`src/rtl/usage_color_wheel_led_mixer_macros.svh`:
```
// assertion macros shared by the mixer rtl
// no dependencies; included by files that carry concurrent assertions
`ifndef USAGE_COLOR_WHEEL_LED_MIXER_MACROS_SVH
`define USAGE_COLOR_WHEEL_LED_MIXER_MACROS_SVH

// same-cycle implication, disabled while reset is low
`define UCWLM_ASSERT_NOW(label, clk, rst_n, ante, cons) \
    label: assert property (@(posedge clk) disable iff (!(rst_n)) (ante) |-> (cons)) \
        else $error("ucwlm assertion failed");

// next-cycle implication, disabled while reset is low
`define UCWLM_ASSERT_NEXT(label, clk, rst_n, ante, cons) \
    label: assert property (@(posedge clk) disable iff (!(rst_n)) (ante) |=> (cons)) \
        else $error("ucwlm assertion failed");

`endif

```
`src/rtl/ucwlm_pkg.sv`:
```
// types and constants for the usage colour wheel led mixer
// no dependencies; imported by ucwlm_wheel, usage_color_wheel_led_mixer and the bench
package ucwlm_pkg;

    localparam int unsigned LVL_W     = 8;
    localparam int unsigned CFG_IDX_W = 1;
    localparam int unsigned CFG_W     = 8;

    // register indexes on the configuration port
    localparam logic [CFG_IDX_W-1:0] CFG_IDLE_SPEED = 1'b0;
    localparam logic [CFG_IDX_W-1:0] CFG_SLEW_DELTA = 1'b1;

    localparam logic [CFG_W-1:0] IDLE_SPEED_RST = 8'd8;
    localparam logic [CFG_W-1:0] SLEW_DELTA_RST = 8'd1;

    localparam logic [LVL_W-1:0] LOAD_IDLE   = 8'd255;
    localparam logic [LVL_W-1:0] HUE_WRAP    = 8'd150;
    localparam logic [LVL_W-1:0] BAND_STEPS  = 8'd25;
    localparam logic [LVL_W-1:0] WHEEL_SLOPE = 8'd10;
    localparam logic [LVL_W-1:0] LVL_MAX     = 8'd255;

    typedef enum logic [1:0] {
        OP_SET_USAGE = 2'd0,
        OP_TICK      = 2'd1,
        OP_PWM       = 2'd2
    } t_opcode;

    typedef struct packed {
        t_opcode          opcode;
        logic [LVL_W-1:0] usage_value;
    } t_in_item;

    typedef struct packed {
        logic             red_on;
        logic             green_on;
        logic             blue_on;
        logic [LVL_W-1:0] red_level;
        logic [LVL_W-1:0] green_level;
        logic [LVL_W-1:0] blue_level;
    } t_out_item;

    // smoothed channel levels
    typedef struct packed {
        logic [LVL_W-1:0] red;
        logic [LVL_W-1:0] green;
        logic [LVL_W-1:0] blue;
    } t_levels;

    // usage and idle-rotation state touched by a tick
    typedef struct packed {
        logic [LVL_W-1:0] load_value;
        logic [LVL_W-1:0] silence_count;
        logic [LVL_W-1:0] idle_divider;
        logic [LVL_W-1:0] idle_hue;
    } t_tick_state;

endpackage

```
`src/rtl/ucwlm_wheel.sv`:
```
// timer tick datapath: silence timeout, idle hue, colour wheel and slew
// depends on ucwlm_pkg
module ucwlm_wheel
    import ucwlm_pkg::*;
(
    input  t_tick_state      i_state,
    input  t_levels          i_levels,
    input  logic [CFG_W-1:0] i_idle_speed,
    input  logic [CFG_W-1:0] i_slew_delta,
    output t_tick_state      o_state,
    output t_levels          o_levels
);

    logic [LVL_W-1:0] sc_inc;
    logic [LVL_W-1:0] load_eff;
    logic             idle;
    logic [LVL_W-1:0] u;
    logic [LVL_W-1:0] div_inc;
    logic [LVL_W-1:0] hue_inc;
    logic [2:0]       band;
    logic [LVL_W-1:0] base;
    logic [LVL_W-1:0] offset;
    logic [LVL_W-1:0] ramp_up;
    logic [LVL_W-1:0] ramp_dn;
    t_levels          target;

    // step cur toward want by delta, landing on want when within reach
    function automatic logic [LVL_W-1:0] slew(
        input logic [LVL_W-1:0] cur,
        input logic [LVL_W-1:0] want,
        input logic [LVL_W-1:0] delta
    );
        logic [LVL_W-1:0] res;
        res = cur;
        if (cur > want) begin
            res = ((cur - want) <= delta) ? want : cur - delta;
        end else if (cur < want) begin
            res = ((want - cur) <= delta) ? want : cur + delta;
        end
        return res;
    endfunction

    always_comb begin
        sc_inc   = i_state.silence_count + 8'd1;
        load_eff = (sc_inc == '0) ? LOAD_IDLE : i_state.load_value;
        idle     = load_eff > HUE_WRAP;
        u        = idle ? i_state.idle_hue : load_eff;
        div_inc  = i_state.idle_divider + 8'd1;
        hue_inc  = i_state.idle_hue + 8'd1;

        o_state.load_value    = load_eff;
        o_state.silence_count = sc_inc;
        o_state.idle_divider  = i_state.idle_divider;
        o_state.idle_hue      = i_state.idle_hue;
        if (idle) begin
            if (div_inc >= i_idle_speed) begin
                o_state.idle_divider = '0;
                o_state.idle_hue     = (hue_inc >= HUE_WRAP) ? '0 : hue_inc;
            end else begin
                o_state.idle_divider = div_inc;
            end
        end
    end

    // band select, six bands of 25 steps
    always_comb begin
        if (u < BAND_STEPS) begin
            band = 3'd0;
        end else if (u < 8'(2 * BAND_STEPS)) begin
            band = 3'd1;
        end else if (u < 8'(3 * BAND_STEPS)) begin
            band = 3'd2;
        end else if (u < 8'(4 * BAND_STEPS)) begin
            band = 3'd3;
        end else if (u < 8'(5 * BAND_STEPS)) begin
            band = 3'd4;
        end else begin
            band = 3'd5;
        end
        base    = 8'(band * BAND_STEPS);
        offset  = u - base;
        // offset stays at or below 25, so the product fits in 8 bits
        ramp_up = 8'(offset * WHEEL_SLOPE);
        ramp_dn = LVL_MAX - ramp_up;
    end

    always_comb begin
        case (band)
            3'd0: begin
                target = '{red: '0, green: ramp_up, blue: LVL_MAX};
            end
            3'd1: begin
                target = '{red: '0, green: LVL_MAX, blue: ramp_dn};
            end
            3'd2: begin
                target = '{red: ramp_up, green: LVL_MAX, blue: '0};
            end
            3'd3: begin
                target = '{red: LVL_MAX, green: ramp_dn, blue: '0};
            end
            3'd4: begin
                target = '{red: LVL_MAX, green: '0, blue: ramp_up};
            end
            default: begin
                target = '{red: ramp_dn, green: '0, blue: LVL_MAX};
            end
        endcase
    end

    assign o_levels.red   = slew(i_levels.red,   target.red,   i_slew_delta);
    assign o_levels.green = slew(i_levels.green, target.green, i_slew_delta);
    assign o_levels.blue  = slew(i_levels.blue,  target.blue,  i_slew_delta);

endmodule

```
`src/rtl/usage_color_wheel_led_mixer.sv`:
```
// top level of the usage colour wheel led mixer
// depends on ucwlm_pkg, ucwlm_wheel and usage_color_wheel_led_mixer_macros.svh
//
//  channel | direction | handshake                | payload
//  --------+-----------+--------------------------+-----------------------------
//  in      | to block  | i_in_valid / o_in_stall  | i_in_data   (t_in_item)
//  out     | from block| o_out_valid / i_out_stall| o_out_data  (t_out_item)
//  cfg     | to block  | i_cfg_valid / o_cfg_ready| i_cfg_index, i_cfg_data
//
// one transaction per clock sustained while the result side does not stall; each one
// passes the input register, then the result register, with one tick datapath between
// i_rst_n is synchronous, active low; clears state, config and both valids
// a stalled result holds the result register; the input register still
// fills, so the upstream side stalls only when both registers are occupied
`include "usage_color_wheel_led_mixer_macros.svh"

module usage_color_wheel_led_mixer
    import ucwlm_pkg::*;
(
    input  logic                 i_clk,
    input  logic                 i_rst_n,
    // input transactions
    input  logic                 i_in_valid,
    output logic                 o_in_stall,
    input  t_in_item             i_in_data,
    // result transactions
    output logic                 o_out_valid,
    input  logic                 i_out_stall,
    output t_out_item            o_out_data,
    // configuration writes
    input  logic                 i_cfg_valid,
    output logic                 o_cfg_ready,
    input  logic [CFG_IDX_W-1:0] i_cfg_index,
    input  logic [CFG_W-1:0]     i_cfg_data
);

    // configuration
    logic [CFG_W-1:0] r_idle_speed;
    logic [CFG_W-1:0] r_slew_delta;

    // input register
    logic             r_in_valid;
    t_in_item         r_in;

    // result register
    logic             r_out_valid;
    t_out_item        r_out;

    // architectural state
    t_tick_state      r_tick;
    t_tick_state      n_tick;
    t_levels          r_levels;
    t_levels          n_levels;
    logic [LVL_W-1:0] r_pwm_phase;
    logic [LVL_W-1:0] n_pwm_phase;
    t_out_item        n_out;

    // tick datapath outputs
    t_tick_state      tick_state;
    t_levels          tick_levels;

    logic             in_accept;
    logic             advance;

    // held item moves on when the result register is free or draining
    assign advance     = r_in_valid && (!r_out_valid || !i_out_stall);
    assign o_in_stall  = r_in_valid && !advance;
    assign in_accept   = i_in_valid && !o_in_stall;
    assign o_cfg_ready = 1'b1;
    assign o_out_valid = r_out_valid;
    assign o_out_data  = r_out;

    ucwlm_wheel u_wheel (
        .i_state      (r_tick),
        .i_levels     (r_levels),
        .i_idle_speed (r_idle_speed),
        .i_slew_delta (r_slew_delta),
        .o_state      (tick_state),
        .o_levels     (tick_levels)
    );

    // next state for the held transaction
    always_comb begin
        n_tick      = r_tick;
        n_levels    = r_levels;
        n_pwm_phase = r_pwm_phase;
        case (r_in.opcode)
            OP_SET_USAGE: begin
                n_tick.load_value    = r_in.usage_value;
                n_tick.silence_count = '0;
            end
            OP_TICK: begin
                n_tick   = tick_state;
                n_levels = tick_levels;
            end
            OP_PWM: begin
                n_pwm_phase = r_pwm_phase + 8'd1;
            end
            default: begin
                // unused opcode leaves state alone
            end
        endcase

        // pins compare the phase before any advance with the new levels
        n_out.red_on      = r_pwm_phase < n_levels.red;
        n_out.green_on    = r_pwm_phase < n_levels.green;
        n_out.blue_on     = r_pwm_phase < n_levels.blue;
        n_out.red_level   = n_levels.red;
        n_out.green_level = n_levels.green;
        n_out.blue_level  = n_levels.blue;
    end

    // configuration registers
    always_ff @(posedge i_clk) begin
        if (!i_rst_n) begin
            r_idle_speed <= IDLE_SPEED_RST;
            r_slew_delta <= SLEW_DELTA_RST;
        end else if (i_cfg_valid && o_cfg_ready) begin
            case (i_cfg_index)
                CFG_IDLE_SPEED: r_idle_speed <= i_cfg_data;
                CFG_SLEW_DELTA: r_slew_delta <= i_cfg_data;
                default: begin
                end
            endcase
        end
    end

    // state, input register and result register
    always_ff @(posedge i_clk) begin
        if (!i_rst_n) begin
            r_in_valid  <= 1'b0;
            r_out_valid <= 1'b0;
            r_tick      <= '{load_value: LOAD_IDLE, silence_count: '0,
                             idle_divider: '0, idle_hue: '0};
            r_levels    <= '0;
            r_pwm_phase <= '0;
        end else begin
            if (in_accept) begin
                r_in_valid <= 1'b1;
            end else if (advance) begin
                r_in_valid <= 1'b0;
            end

            if (advance) begin
                r_out_valid <= 1'b1;
                r_tick      <= n_tick;
                r_levels    <= n_levels;
                r_pwm_phase <= n_pwm_phase;
            end else if (!i_out_stall) begin
                r_out_valid <= 1'b0;
            end
        end
    end

    // payload registers, no reset needed
    always_ff @(posedge i_clk) begin
        if (in_accept) begin
            r_in <= i_in_data;
        end
        if (advance) begin
            r_out <= n_out;
        end
    end

    // idle hue always stays inside the wheel
    `UCWLM_ASSERT_NOW(a_hue_range, i_clk, i_rst_n, 1'b1, r_tick.idle_hue < HUE_WRAP)

    // upstream stalls only when both registers are full and downstream stalls
    `UCWLM_ASSERT_NOW(a_stall_cause, i_clk, i_rst_n, o_in_stall,
        r_in_valid && r_out_valid && i_out_stall)

    // a transaction that moves on always lands in the result register
    `UCWLM_ASSERT_NEXT(a_result_lands, i_clk, i_rst_n, advance, r_out_valid)

    // pwm step advances the phase by exactly one
    `UCWLM_ASSERT_NEXT(a_pwm_step, i_clk, i_rst_n, advance && r_in.opcode == OP_PWM,
        r_pwm_phase == 8'($past(r_pwm_phase) + 8'd1))

    // set usage clears the silence counter
    `UCWLM_ASSERT_NEXT(a_usage_clear, i_clk, i_rst_n,
        advance && r_in.opcode == OP_SET_USAGE, r_tick.silence_count == '0)

endmodule

```
`config.mk`:
```
export PLATFORM = sky130hd
export DESIGN_NAME = usage_color_wheel_led_mixer
export DESIGN_NICKNAME = d
export VERILOG_FILES = /design/src/rtl/ucwlm_pkg.sv /design/src/rtl/ucwlm_wheel.sv /design/src/rtl/usage_color_wheel_led_mixer.sv
export VERILOG_INCLUDE_DIRS = /design/src /design/src/rtl
export SDC_FILE = /design/constraint.sdc
export NUM_CORES = 1
export LEC_CHECK = 0
export BUFFER_PORTS_ARGS = -buffer_cell sky130_fd_sc_hd__buf_2
export CORE_ASPECT_RATIO = 0.6
export CORE_UTILIZATION = 64
export DETAILED_ROUTE_END_ITERATION = 8
export PLACE_DENSITY = 0.82
export RECOVER_POWER = 50
export SLEW_MARGIN = 20
export SYNTH_ARGS = -nofsm -noshare
export SYNTH_HDL_FRONTEND = slang
export SYNTH_SLANG_ARGS = --single-unit
export TNS_END_PERCENT = 50
```
`constraint.sdc`:
```
create_clock -name i_clk -period 10.68 [get_ports i_clk]
set_clock_uncertainty 0.2 [all_clocks]
set_input_delay 0.534 -clock i_clk [delete_from_list [all_inputs] [get_ports i_clk]]
set_output_delay 0.534 -clock i_clk [all_outputs]
set_load 0.005 [all_outputs]
```
==> results.sh <==
export IMPL_timing_rr_end="o_out_data[24]"
export IMPL_syn_area_um2=12330
export IMPL_fin_crit_sh=0.9528
export IMPL_die_h_um=109.5
export IMPL_setup_viol=0
export IMPL_criticalPathCategory="reg2reg"
export IMPL_timing_fmax_mhz=98.27
export IMPL_clock_sinks=119
export IMPL_crit_path_max_incr_delay_ps=520
export IMPL_tightest_slew_ps=2170
export IMPL_cts_clk_slew_worst_paths_ps=60
export IMPL_cts_buffer_depth=2
export IMPL_ys_warn_count=0
export IMPL_initial_core_util=0.6684
export IMPL_place_hpwl_um=28500
export IMPL_io_pins=54
export IMPL_core_area_um2=18450
export IMPL_synth_edf_count=37
export IMPL_yosysTopAreaCell="ha_1"
export IMPL_gr_total_overflow=0
export IMPL_clock_root_buffer="clkbuf_16"
export IMPL_p_per_area_nw_per_um2=239.6
export IMPL_via_per_inst=6.488
export IMPL_clock_latency_ps=440
export IMPL_synthDominantCellAreaShare=0.1877
export IMPL_grt_max_degree=35
export IMPL_final_cell_area_um2=13380
export IMPL_first_pass_iters=7
export IMPL_finalHoldViolCount=0
export IMPL_status="complete, but fails checks"
export IMPL_final_cell_count_no_fill=1801
export IMPL_cts_buffers=17
export IMPL_cts_tree="built"
export IMPL_end_kind="register"
export IMPL_slowest_stage="o31a_1"
export IMPL_async_flop_share=0
export IMPL_netlist_top_cells_area="ha_1, dfxtp_1, edfxtp_1, a21oi_1, xnor2_1"
export IMPL_finalPower_uw=3207
export IMPL_cp_start_kind="register"
export IMPL_crit_top_cell="ha_1"
export IMPL_antenna_cells=0
export IMPL_dieArea_um2=19840
export IMPL_min_to="r_in[0]"
export IMPL_syn_nets=1747
export IMPL_crit_path_max_fanout=14
export IMPL_io_buffers=52
export IMPL_p_leak_uw=0.005896
export IMPL_arrival_ps=10270
export IMPL_synth_area_per_cell_um2=8.091
export IMPL_final_layout_size_suffix_gt1_frac=0.07816
export IMPL_dp_cells=1767
export IMPL_fin_ws_ps=504.4
export IMPL_reg2reg_slack_ps=500
export IMPL_synth_flop_cell="dfxtp_1"
export IMPL_syn_inst=1524
export IMPL_min_delay_path_depth=1
export IMPL_antenna_found_initial=0
export IMPL_grt_usage=0.3839
export IMPL_ys_types=83
export IMPL_synth_seq_area_share=0.2232
export IMPL_die_w_um=181.2
export IMPL_via_count=11690
export IMPL_finalCriticalPeriod_ps=10180
export IMPL_h_tree_depth=4
export IMPL_hp_class="in2reg"
export IMPL_critPathRequiredTime_ps=10780
export IMPL_maxSlewViolCount=67
export IMPL_grt_first_pass_wirelength_um=58000
export IMPL_ys_seq_elements=119
export IMPL_dp_slack_ps=405.2
export IMPL_violations="max-capacitance violations, max-slew violations"
export IMPL_timing_rr_start="r_tick[16]"
export IMPL_maxCapViolCount=2
export IMPL_grt_pass1_vias=10460
export IMPL_hp_start="i_in_data[0]"
export IMPL_routed_wirelength_um=37640
export IMPL_row_count=38
export IMPL_post_drt_wl_per_cell_um=20.90
export IMPL_antenna_left=0
export IMPL_placed_cell_area_um2=12750
export IMPL_synthToLayoutAreaGrowth_pct=8.544
export IMPL_vdd_ir_drop_worst_v=0.0001550
export IMPL_drc=0
export IMPL_globalplace_congestion=1.009
export IMPL_drt_initial_drc_count=1519
export IMPL_slew_headroom=-0.4465
export IMPL_final_nets=1771
export IMPL_post_route_util=0.7255
export IMPL_reg2regPathDepth=40
-- cell usage after synthesis (24+ instances only) --
master / n
clkbuf_1: 57
xor2_1: 40
dfxtp_1: 82
nor2_1: 113
a21oi_1: 150
xnor2_1: 66
o21ai_1: 24
o21bai_1: 24
a21o_1: 41
o22ai_1: 26
ha_1: 185
nand2_1: 129
edfxtp_1: 37
nand3_1: 48
o21a_1: 27
o21ai_0: 53
inv_1: 124
-- timing repair --
action | 4_1_cts | 5_1_grt
hold buffers | 0 | 0
gates resized for setup | 0 | 17
setup buffers | 0 | 2
endpoints found under the hold margin | 0 | 0
endpoints found under the setup margin | 0 | 3
-- logic make-up (layout without fill, tap and decap cells) --
logic type,after synthesis,after routing,share of synthesized area
AO/OA/AOI/OAI,469,469,0.2531
AND/OR/NAND/NOR,412,412,0.1566
adder cells (fa/ha/maj),199,199,0.2105
buffers and inverters,192,229,0.05896
flip-flops,119,119,0.2232
XOR/XNOR,107,107,0.07661
multiplexers,25,25,0.02080
other,1,1,0.0003041
-- area by class of cell --
type / instances / area, um^2
multi-input cells: 1213 / 8920
well taps: 240 / 300.3
inverters: 130 / 488.0
clock buffers: 18 / 429.2
fillers: 1481 / 5064
clock inverters: 14 / 147.6
repair buffers: 67 / 344.1
flip-flops and latches: 119 / 2755
-- worst max path at each step --
stage                          start             end  slack [ps]  cells after the start
after CTS                 r_tick[16]  o_out_data[25]         370                     43
after detailed placement  r_tick[16]  o_out_data[25]         410                     43
after global routing      r_tick[16]  o_out_data[25]        -140                     44
after global placement    r_tick[16]  o_out_data[25]         780                     43
after floorplan           r_tick[16]  o_out_data[25]        1470                     45
final                     r_tick[16]  o_out_data[24]         500                     40
-- where the power goes --
part / total, uW / switching (uW) / internal (uW)
Combinational: 2070 / 1250 / 818
Sequential: 550 / 36.7 / 513
Clock: 586 / 241 / 345
-- flip-flops by register name, summed over array words and instances, names as in the netlist --
register      cells
r_tick           32
r_in_valid        1
o_out_valid       1
r_idle_speed      8
r_slew_delta      8
r_pwm_phase       8
r_levels         24
o_out_data       27
r_in             10
-- layout by cell type (no fill, tap or decap), types with 17 or more instances in the layout --
master and n:
nor2_1 112, nand2b_1 19, o22ai_1 26, dfxtp_1 80, nand3_1 48, o21a_1 27
clkbuf_16 17, edfxtp_1 37, o21ai_0 53, clkbuf_1 22, mux2i_1 20, inv_1 124
o21ai_1 22, xnor2_1 63, xor2_1 40, o21bai_1 24, nand2_1 127, ha_1 185
buf_2 32, a21oi_1 146, nor3_1 20, a21o_1 41, nor2b_1 22
-- per-stage QoR --
step	setup TNS (ps)	hold WS (ps)
floorplan	0	234.1
global placement	0	243.8
detailed placement	0	246.8
CTS	0	64.98
global route	-304.0	71.97
finish	0	77.25
-- layer usage --
layer,global-route usage,up-vias,part of all wire
met5,0,-,0
met4,0.1162,0,0.019
met3,0.1295,64,0.15
met2,0.5159,744,0.38
met1,0.5660,5393,0.45
li1,-,5484,-
-- critical path, delay by kind of cell (launching register included) --
family	cells	cell delay [ps]
adders and majority gates	8	2560
and+or+nand+nor	7	1300
xor gates and xnor gates	6	1280
AOI/OAI and AO/OA	17	4100
buffers and inverters	2	170
DFF	1	420
Power figures use the tool's default switching activity.
